`src/rtl/rpb_pkg.sv`:
```
// ----------------------------------------------------------------------------
// RGB pixel blend package
// Item types, blend mode codes and fixed constants shared by the blend unit.
// ----------------------------------------------------------------------------
package rpb_pkg;

    typedef enum logic [1:0] {
        CMD_MULTIPLY = 2'd0,
        CMD_SUBTRACT = 2'd1,
        CMD_SCREEN   = 2'd2,
        CMD_OVERLAY  = 2'd3
    } t_cmd;

    typedef struct packed {
        t_cmd       command;
        logic [7:0] a_red;
        logic [7:0] a_green;
        logic [7:0] a_blue;
        logic [7:0] b_red;
        logic [7:0] b_green;
        logic [7:0] b_blue;
    } t_in_item;

    typedef struct packed {
        logic [7:0] out_red;
        logic [7:0] out_green;
        logic [7:0] out_blue;
    } t_out_item;

    // Channel full scale and the overlay dark/light threshold on the top channel
    localparam logic [7:0]  CH_MAX        = 8'd255;
    localparam logic [7:0]  OVL_THRESHOLD = 8'd127;
    // Half of 255 rounded down: round(x/255) = floor((x + RND_BIAS) / 255)
    localparam logic [15:0] RND_BIAS      = 16'd127;
    // 255*255 + RND_BIAS, used by screen and the light overlay branch
    localparam logic [15:0] FULL_BIAS     = 16'd65152;

endpackage

```
`src/rtl/rpb_lane.sv`:
```
// ----------------------------------------------------------------------------
// RGB pixel blend lane
// Three-stage blend of one 8-bit channel: multiply, bias, divide by 255, or a clamped subtract.
// ----------------------------------------------------------------------------
module rpb_lane (
    input  logic          i_clk,
    input  rpb_pkg::t_cmd i_cmd,
    input  logic [7:0]    i_a,
    input  logic [7:0]    i_b,
    output logic [7:0]    o_res
);

    typedef enum logic [2:0] {
        K_DIRECT,   // a*b
        K_DOUBLE,   // 2ab, dark overlay
        K_SCREEN,   // full - p
        K_LIGHT,    // full - 2p, light overlay, may go below zero
        K_SUB       // a-b clamped
    } t_kind;

    // stage 1
    t_kind       n_kind, r_kind;
    logic [15:0] n_prod, r_prod;
    logic [7:0]  n_sub,  r_sub;
    logic        w_inv;
    logic [7:0]  w_ma, w_mb;

    // stage 2
    logic [15:0] n_num, r_num;
    logic        n_is_sub, r_is_sub;
    logic [7:0]  r_sub2;
    logic [17:0] w_light;

    // stage 3
    logic [16:0] w_sum;
    logic [8:0]  w_q1;
    logic [16:0] w_p255;
    logic [17:0] w_rem;
    logic [8:0]  w_q;
    logic [7:0]  w_sat;
    logic [7:0]  n_res, r_res;

    always_comb begin
        case (i_cmd)
            rpb_pkg::CMD_MULTIPLY: n_kind = K_DIRECT;
            rpb_pkg::CMD_SUBTRACT: n_kind = K_SUB;
            rpb_pkg::CMD_SCREEN:   n_kind = K_SCREEN;
            rpb_pkg::CMD_OVERLAY:  n_kind = (i_a < rpb_pkg::OVL_THRESHOLD) ? K_DOUBLE : K_LIGHT;
            default:               n_kind = K_DIRECT;
        endcase
        w_inv  = (n_kind == K_SCREEN) || (n_kind == K_LIGHT);
        // 255 - x is the complement for 8-bit x
        w_ma   = w_inv ? ~i_a : i_a;
        w_mb   = w_inv ? ~i_b : i_b;
        n_prod = 16'(w_ma) * 16'(w_mb);
        n_sub  = (i_a > i_b) ? (i_a - i_b) : 8'd0;
    end

    always_ff @(posedge i_clk) begin
        r_kind <= n_kind;
        r_prod <= n_prod;
        r_sub  <= n_sub;
    end

    always_comb begin
        w_light  = {2'b00, rpb_pkg::FULL_BIAS} - {1'b0, r_prod, 1'b0};
        n_is_sub = (r_kind == K_SUB);
        case (r_kind)
            K_DIRECT: n_num = r_prod + rpb_pkg::RND_BIAS;
            K_DOUBLE: n_num = 16'({r_prod, 1'b0} + {1'b0, rpb_pkg::RND_BIAS});
            K_SCREEN: n_num = rpb_pkg::FULL_BIAS - r_prod;
            K_LIGHT:  n_num = w_light[17] ? 16'd0 : w_light[15:0];   // below zero saturates
            default:  n_num = 16'd0;
        endcase
    end

    always_ff @(posedge i_clk) begin
        r_num    <= n_num;
        r_is_sub <= n_is_sub;
        r_sub2   <= r_sub;
    end

    // x/255 estimate (x + x/256 + 1)/256 is within one; one remainder check fixes it
    always_comb begin
        w_sum  = {1'b0, r_num} + {9'd0, r_num[15:8]} + 17'd1;
        w_q1   = w_sum[16:8];
        w_p255 = {w_q1, 8'd0} - {8'd0, w_q1};
        w_rem  = {2'b00, r_num} - {1'b0, w_p255};
        if (w_rem[17]) begin
            w_q = w_q1 - 9'd1;
        end else if (w_rem[16:0] >= 17'(rpb_pkg::CH_MAX)) begin
            w_q = w_q1 + 9'd1;
        end else begin
            w_q = w_q1;
        end
        w_sat = w_q[8] ? rpb_pkg::CH_MAX : w_q[7:0];
        n_res = r_is_sub ? r_sub2 : w_sat;
    end

    always_ff @(posedge i_clk) begin
        r_res <= n_res;
    end

    assign o_res = r_res;

endmodule

```
`src/rtl/rpb_merge.sv`:
```
// ----------------------------------------------------------------------------
// RGB pixel blend merge
// Gathers the three lane results into one output item and its strobe.
// ----------------------------------------------------------------------------
module rpb_merge (
    input  logic               i_clk,
    input  logic               i_rst_n,
    input  logic               i_valid,
    input  logic [7:0]         i_red,
    input  logic [7:0]         i_green,
    input  logic [7:0]         i_blue,
    output logic               o_done,
    output rpb_pkg::t_out_item o_result
);

    logic               r_done;
    rpb_pkg::t_out_item n_result, r_result;

    always_comb begin
        n_result.out_red   = i_red;
        n_result.out_green = i_green;
        n_result.out_blue  = i_blue;
    end

    always_ff @(posedge i_clk) begin
        if (!i_rst_n) begin
            r_done <= 1'b0;
        end else begin
            r_done <= i_valid;
        end
    end

    always_ff @(posedge i_clk) begin
        r_result <= n_result;
    end

    assign o_done   = r_done;
    assign o_result = r_result;

endmodule

```
`src/rtl/rgb_pixel_blend_unit.sv`:
```
// ----------------------------------------------------------------------------
// RGB pixel blend unit
// Multiply, subtract, screen and overlay blend of a top and a bottom pixel.
// ----------------------------------------------------------------------------
// Takes one item per clock: raise start with a pixel pair and a blend mode
// and it is taken at that edge (busy is never raised, the unit is fully
// pipelined). o_done then pulses for one cycle with the blended pixel on
// o_result; there is no backpressure, so the receiver must take it in that
// cycle. The result passes the three lane stages (channel multiply, rounding
// bias, divide by 255 with correction) and then the output register of the
// merge stage. Results are exact integer blends, rounded half up and
// saturated to 0..255.
// ----------------------------------------------------------------------------
module rgb_pixel_blend_unit (
    input  logic               i_clk,
    input  logic               i_rst_n,
    input  logic               start,
    output logic               busy,
    input  rpb_pkg::t_in_item  i_item,
    output logic               o_done,
    output rpb_pkg::t_out_item o_result
);

    // item valid through the three lane stages
    logic [2:0] r_vld, n_vld;
    logic       w_accept;

    logic [7:0] w_res_red, w_res_green, w_res_blue;

    assign busy     = 1'b0;
    assign w_accept = start && !busy;

    always_comb begin
        n_vld = {r_vld[1:0], w_accept};
    end

    always_ff @(posedge i_clk) begin
        if (!i_rst_n) begin
            r_vld <= '0;
        end else begin
            r_vld <= n_vld;
        end
    end

    // one lane per colour channel, all running the same mode
    rpb_lane u_lane_red (
        .i_clk (i_clk),
        .i_cmd (i_item.command),
        .i_a   (i_item.a_red),
        .i_b   (i_item.b_red),
        .o_res (w_res_red)
    );

    rpb_lane u_lane_green (
        .i_clk (i_clk),
        .i_cmd (i_item.command),
        .i_a   (i_item.a_green),
        .i_b   (i_item.b_green),
        .o_res (w_res_green)
    );

    rpb_lane u_lane_blue (
        .i_clk (i_clk),
        .i_cmd (i_item.command),
        .i_a   (i_item.a_blue),
        .i_b   (i_item.b_blue),
        .o_res (w_res_blue)
    );

    rpb_merge u_merge (
        .i_clk    (i_clk),
        .i_rst_n  (i_rst_n),
        .i_valid  (r_vld[2]),
        .i_red    (w_res_red),
        .i_green  (w_res_green),
        .i_blue   (w_res_blue),
        .o_done   (o_done),
        .o_result (o_result)
    );

    // every taken item comes out on o_done
    a_done_follows: assert property (@(posedge i_clk) disable iff (!i_rst_n)
        w_accept |-> ##4 o_done)
        else $error("accepted item produced no result");

    // no result without a matching item taken before it
    a_no_spurious: assert property (@(posedge i_clk) disable iff (!i_rst_n)
        o_done |-> $past(w_accept, 4))
        else $error("result without matching item");

    // subtract on red matches its inputs through the pipeline
    a_sub_red: assert property (@(posedge i_clk) disable iff (!i_rst_n)
        (o_done && ($past(i_item.command, 4) == rpb_pkg::CMD_SUBTRACT)) |->
        (o_result.out_red == (($past(i_item.a_red, 4) > $past(i_item.b_red, 4)) ?
            ($past(i_item.a_red, 4) - $past(i_item.b_red, 4)) : 8'd0)))
        else $error("subtract result wrong on red");

    // multiply by full scale returns the top channel
    a_mul_unity: assert property (@(posedge i_clk) disable iff (!i_rst_n)
        (o_done && ($past(i_item.command, 4) == rpb_pkg::CMD_MULTIPLY) &&
         ($past(i_item.b_green, 4) == rpb_pkg::CH_MAX)) |->
        (o_result.out_green == $past(i_item.a_green, 4)))
        else $error("multiply by full scale wrong on green");

endmodule

```
`config.mk`:
```
export PLATFORM = sky130hd
export DESIGN_NAME = rgb_pixel_blend_unit
export DESIGN_NICKNAME = d
export VERILOG_FILES = /design/src/rtl/rpb_pkg.sv /design/src/rtl/rpb_lane.sv /design/src/rtl/rpb_merge.sv /design/src/rtl/rgb_pixel_blend_unit.sv
export SDC_FILE = /design/constraint.sdc
export NUM_CORES = 1
export LEC_CHECK = 0
export ABC_AREA = 1
export ABC_CLOCK_PERIOD_IN_PS = 7400
export BUFFER_PORTS_ARGS = -buffer_cell sky130_fd_sc_hd__buf_2
export CORE_MARGIN = 3
export CORE_UTILIZATION = 55
export CTS_BUF_LIST = sky130_fd_sc_hd__clkbuf_4 sky130_fd_sc_hd__clkbuf_8
export CTS_CLUSTER_DIAMETER = 60
export DETAILED_ROUTE_END_ITERATION = 8
export HOLD_SLACK_MARGIN = 0.08
export PLACE_DENSITY_LB_ADDON = 0.1
export SYNTH_ARGS = -nofsm -noshare
export SYNTH_HDL_FRONTEND = slang
export SYNTH_SLANG_ARGS = --single-unit
```
`constraint.sdc`:
```
create_clock -name i_clk -period 7.4 [get_ports i_clk]
set_input_delay 0.37 -clock i_clk [delete_from_list [all_inputs] [get_ports i_clk]]
set_output_delay 0.37 -clock i_clk [all_outputs]
set_load 0.01 [all_outputs]
```
* Word-level counts from Yosys, hierarchy flattened
Cells that the tools add are included.
Cells by class: $add $sub $neg 33, multipliers 3, $lt $le $gt $ge 9, equality and inequality tests 21, multiplexer cells 30, bitwise gates (word level) 6, reductions and logical operators 7
Operators by type and width (number):
- 16-bit case mux with 4 select lines | 3
- 16-bit by 7-bit adder with 16-bit output (second input constant) | 6
- 8-bit two-way mux | 12
- 9-bit two-way mux | 6
- 16-bit by 17-bit subtractor with 18-bit output | 3
- 16-bit by 17-bit subtractor with 18-bit output (first input constant) | 3
- 16-bit by 8-bit adder with 17-bit output | 3
- 17-bit by 1-bit adder with 17-bit output (second input constant) | 3
- 17-bit by 8-bit greater-or-equal comparator with 1-bit output (second input constant) | 3
- 17-bit by 9-bit subtractor with 17-bit output | 3
- 8-bit by 8-bit multiplier with 16-bit output | 3
- 16-bit two-way mux | 3
- 8-bit NOT | 6
- 16-bit subtractor (first input constant) | 3
- 3-bit by 2-bit equality test with 1-bit output (second input constant) | 12
- 3-bit case mux with 4 select lines | 3
- 9-bit by 1-bit adder with 9-bit output (second input constant) | 3
- 9-bit by 1-bit subtractor with 9-bit output (second input constant) | 3
- 8-bit greater-than comparator | 3
- 8-bit by 7-bit < comparator with 1-bit output (second input constant) | 3
- 8-bit subtractor | 3
- 3-bit by 1-bit equality test with 1-bit output (second input constant) | 3
- 3-bit equality test (second input constant) | 3
- 3-bit logical NOT | 3
- other kinds (5) | 10
Word-level totals: flip-flop bits (word level) 208, bits of input ports 53, word-level logic and storage cells 135

* Depth between registers and ports, before layout
depth in word-level cells 9, mapped depth 38, depth with buffers taken out 37

* Cells and area by module
From an unflattened synthesis, not the netlist that was laid out.
Unflattened totals: cells, all modules 3378, area, all modules 22576.7 µm²
Modules (own cells, without submodules):
- rpb_lane (u_lane_green) | times used 1, cells an instance 1110, area each 7358.3 µm², sequential area each 1201.2 µm²
- rpb_lane (u_lane_red) | times used 1, cells an instance 1122, area each 7320.8 µm², sequential area each 1201.2 µm²
- rpb_lane (u_lane_blue) | times used 1, cells an instance 1108, area each 7295.7 µm², sequential area each 1201.2 µm²
- rpb_merge | times used 1, cells an instance 27, area each 508.0 µm², sequential area each 500.5 µm²
- rgb_pixel_blend_unit | times used 1, cells an instance 11, area each 93.8 µm², sequential area each 60.1 µm²

* Worst setup path after synthesis
Ideal clock, no wire load.
path kind input port to flip-flop, start input i_item[32] (netlist name), end register u_lane_green.r_prod[15], setup time 122 ps, arrival time 5473 ps, data required time 7278 ps, setup slack 1805 ps, cell stages on the path 23, path buffers 1, cell sequence nand3_1 -> o211ai_1 -> nand2_1 -> clkbuf_1 -> xor2_1 -> nor2_1 -> fa_1 -> inv_1 -> fa_1 -> fa_1 -> fa_1 -> inv_1 -> ha_1 -> nand2_1 -> o21ai_0 -> a21oi_1 -> o21ai_0 -> a21oi_1 -> o21ai_0 -> a21oi_1 -> nor2_1 -> nor2_1 -> xor2_1
Between the ends: cells in the longest elaborated chain, start to end 7
RTL lines:
- start: declaration | line rgb_pixel_blend_unit.sv:19 | input rpb_pkg::t_in_item i_item,
- 8-bit by 7-bit < comparator with 1-bit output | line rpb_lane.sv:48 | rpb_pkg::CMD_OVERLAY: n_kind = (i_a < rpb_pkg::OVL_THRESHOLD) ? K_DOUBLE : K_LIGHT;
- 2-bit two-way mux | line rpb_lane.sv:48
- 3-bit case mux with 4 select lines | line rpb_lane.sv:44 | case (i_cmd)
- 3-bit by 2-bit equality test with 1-bit output | line rpb_lane.sv:51 | w_inv = (n_kind == K_SCREEN) || (n_kind == K_LIGHT);
- 1-bit logical OR | line rpb_lane.sv:51
- 8-bit two-way mux, on equally long branches | line rpb_lane.sv:53, rpb_lane.sv:54
- 8-bit by 8-bit multiplier with 16-bit output (*) | line rpb_lane.sv:55 | n_prod = 16'(w_ma) * 16'(w_mb);
- named net u_lane_green.n_prod[15] | line rpb_lane.sv:23 | logic [15:0] n_prod, r_prod;
- end signal: assignment | line rpb_lane.sv:61 | r_prod <= n_prod;
- end: declaration | line rpb_lane.sv:23
The timed path passes the listed nets; every way through them passes the cells marked *. A chain may end at the register's enable or synchronous reset.

* Worst setup path in the final report
start input i_item[28] (netlist name), end register u_lane_blue.r_prod[14]
Between the ends: cells in the longest elaborated chain, start to end 7
RTL lines (line):
- 8-bit by 7-bit < comparator with 1-bit output | rpb_lane.sv:48
- 2-bit two-way mux | rpb_lane.sv:48
- 3-bit case mux with 4 select lines | rpb_lane.sv:44
- 3-bit by 2-bit equality test with 1-bit output | rpb_lane.sv:51
- 1-bit logical OR | rpb_lane.sv:51
- 8-bit two-way mux, on equally long branches | rpb_lane.sv:53, rpb_lane.sv:54
- 8-bit by 8-bit multiplier with 16-bit output (*) | rpb_lane.sv:55
- named net u_lane_blue.n_prod[14] | rpb_lane.sv:23
- end signal: assignment | rpb_lane.sv:61
- end: declaration | rpb_lane.sv:23
Marks and branches as above.

==> impl_metrics.tcl <==
set metrics [dict create \
    cts_setup_buffers 0 \
    grt_pass1_vias 20030 \
    synth-simple-area-share 0.3052 \
    crit_path_top_delay_cell "xor2_1" \
    portBuffers 77 \
    synth_top_family_by_area "simple AND/OR/NAND/NOR gates" \
    synth_area_leaders "dfxtp_1 18%, nand2_1 13%, ha_1 12%, inv_1 11%, fa_1 10%" \
    area_delta_synth_final_pct 8.090 \
    crit-reg2reg-launch "u_lane_blue.r_num[14]$_DFF_P_" \
    drive_gt1_frac 0.07105 \
    synth_top_area_share 0.1849 \
    synth_mux_area_frac 0 \
    hp-class "primary input to flip-flop" \
    num_antenna_cells 0 \
    dp_hpwl_um 47890 \
    htreeDepth 2 \
    syn_inst 3295 \
    vias 20880 \
    yosys_warnings 0 \
    cap_viol_max_count 0 \
    fillerInstances 3721 \
    design_area_sq_um 23870 \
    yosys.area_share.xor_xnor 0.07098 \
    period_minus_slack_ns 5.918 \
    coreArea_sq_um 39190 \
    cp_max_fo 17 \
    setup_viol 0 \
    gp_congestion 0.9903 \
    worstSetupPathDepth 29 \
    die-area_sq_um 42600 \
    reg2reg_slack_ns 1.82 \
    ctsResizeCount 0 \
    r2r-end "u_lane_blue.o_res[6]$_DFF_P_" \
    clk_latency_ns 0.59 \
    antenna_left 0 \
    register_area_sq_um 4084 \
    cp-endpoint "u_lane_blue.r_prod[14]$_DFF_P_" \
    synthAdderAreaFrac 0.2257 \
    finalWirelength_um 57600 \
    grt_max_degree 18 \
    rsz0062_at_grt "no" \
    fp.dieW_um 206.4 \
    synth_top_area_cell "dfxtp_1" \
    holdWs_ns 0.1416 \
    synthArstFlopShare 0 \
    drt_iter0_markers 1359 \
    cp_num_buf_inv 8 \
    ctsRootBufferMaster "clkbuf_8" \
    synth_cell_types 66 \
    finalClockSkew_ns 0.02875 \
    syn-mean-instance-area_sq_um 6.703 \
    nets 3777 \
    synth-edff-count 0 \
    grt.overflow.total 0 \
    maxSlewViolCount 0 \
    max_stage_delay_ns 0.75 \
    final_cell_mix "741 x nand2_1, 627 x inv_1, 389 x nor2_1" \
    status "completed" \
    grt_pass1_wl_um 95190 \
    antenna_found_initial 0 \
    relSlewSlack 0.2228 \
    cts_tree "built" \
    min_period_over_period 0.7997 \
    crit_top_cell "inv_1" \
    placed_area_sq_um 23040 \
    maxClockFrequency_ghz 0.1690 \
    seq_area_frac_synth 0.1849 \
    crit_path_end_kind "flip-flop" \
    cp-start-kind "primary input" \
    finalHoldViolations 0 \
    grt_use_total 0.2716 \
    mostFrequentLayoutCell "nand2_1" \
    required_ns 7.90 \
    ys.flop_type "dfxtp_1" \
    via_per_inst 5.303 \
    start_util 0.5636 \
    clock_sinks 204 \
    cp_top_family "adder cells" \
    synth_nets 3678 \
    drc_errors 0 \
    wl_per_cell_um 14.63 \
    synth_area_sq_um 22090 \
    rows 72 \
    ys_ff_latch 204 \
    r2r_cells 28 \
    clkTransAtPathRegs_ns 0.06 \
    synth_compound_area_frac 0.09931 \
    die_h_um 206.4 \
    fin_setup_tns_ns 0 \
    numCtsBuffers 37 \
    worst_pin_slew_ns 1.162 \
    clk_path_buf_depth 3 \
    arrival_ns 6.42 \
    multiInputGateArea_sq_um 15490 \
    crit_start "i_item[28]" \
    critical_path_class "primary input to flip-flop" \
    firstDrtPassIters 5 \
    io_pins 79 \
]
## per-stage QoR
stage | util | setup slack (ns) | instances
global placement | 0.5879 | 1.138 | 3870
global route | 0.6092 | 0.9944 | 3938
floorplan | - | 1.805 | 3295
CTS | 0.6092 | 1.519 | 3938
finish | 0.6092 | 1.482 | 3938
detailed placement | 0.5879 | 0.9350 | 3870
## worst min-delay path by stage
stage                                          startpoint                               end  slack, ns  cells past startpoint
after global routing                            i_item[8]  u_lane_green.r_sub[0]$_SDFF_PP0_       0.13                      3
after global placement        u_lane_red.o_res[0]$_DFF_P_      u_merge.o_result[16]$_DFF_P_       0.31                      0
after floorplan           u_lane_blue.r_sub[0]$_SDFF_PP0_     u_lane_blue.r_sub2[0]$_DFF_P_       0.31                      0
final                                           i_item[8]  u_lane_green.r_sub[0]$_SDFF_PP0_       0.14                      3
after detailed placement  u_lane_blue.r_sub[5]$_SDFF_PP0_     u_lane_blue.r_sub2[5]$_DFF_P_       0.31                      0
after CTS                                       i_item[8]  u_lane_green.r_sub[0]$_SDFF_PP0_       0.09                      3
## cell usage after synthesis, drive strengths merged, types with 2 or more instances
library cell  count
a211oi            5
a21boi            5
a21o              5
a21oi           144
a221o             2
a221oi            4
a22oi             3
a31oi             6
and2              2
buf               4
clkbuf           17
clkinv            6
dfxtp           204
fa              114
ha              216
inv             638
nand2           787
nand3           198
nand3b           17
nand4            66
nor2            401
nor3             45
nor3b             4
nor4              4
o2111ai          18
o211ai           16
o21a              4
o21ai           127
o21bai           13
o221ai            6
o22ai             6
o31ai             4
o32ai             2
or2              13
xnor2            33
xor2            146
## cells by family (layout without fill, tap and decap cells)
logic type | count (synthesis) | in the layout
compound gates | 375 | 375
xor+xnor | 179 | 179
simple gates | 1541 | 1541
other cells | 1 | 1
buf+inv | 665 | 790
flops | 204 | 204
fa+ha+maj | 330 | 330
## worst min-delay path: cells and delay by family
kind | cells | cell delay, ns
fa+ha+maj | 1 | 0.16
buf+inv | 1 | 0.11
simple gates | 1 | 0.05
## state kept, by name, summed over array words and instances, names as in the netlist, 2 cells and up
| register | count |
|---|---|
| u_merge.o_result | 24 |
| u_lane_blue.r_num | 16 |
| u_lane_blue.r_prod | 16 |
| u_lane_green.r_num | 16 |
| u_lane_green.r_prod | 16 |
| u_lane_red.r_num | 16 |
| u_lane_red.r_prod | 16 |
| u_lane_blue.o_res | 8 |
| u_lane_blue.r_sub2 | 8 |
| u_lane_blue.r_sub | 8 |
| u_lane_green.o_res | 8 |
| u_lane_green.r_sub2 | 8 |
| u_lane_green.r_sub | 8 |
| u_lane_red.o_res | 8 |
| u_lane_red.r_sub2 | 8 |
| u_lane_red.r_sub | 8 |
| r_vld | 3 |
| u_lane_blue.r_kind | 2 |
| u_lane_green.r_kind | 2 |
## final cells by class
type	instances	area share
multi-input combinational	2426	0.6491
sequential	204	0.1711
inverter	644	0.1013
clock buffer	52	0.02893
tap	518	0.02715
timing repair buffer	81	0.01771
clock inverter	13	0.004822
## metal layers
| layer | up-vias | track usage | routed length, um |
|---|---|---|---|
| li1 | 10640 | - | - |
| met1 | 9546 | 0.3533 | 25710 |
| met2 | 575 | 0.4664 | 27120 |
| met3 | 124 | 0.03843 | 2987 |
| met4 | 0 | 0.08509 | 1773 |
| met5 | - | 0 | 0 |
## timing repair
item,in CTS,in global routing
endpoints found under the hold margin,4,0
hold buffers,3,0
setup endpoints to repair,0,0
Power is left out: the tool's default activity adds up to more than one toggle a clock period on the data nets, which glitch-free logic cannot reach.
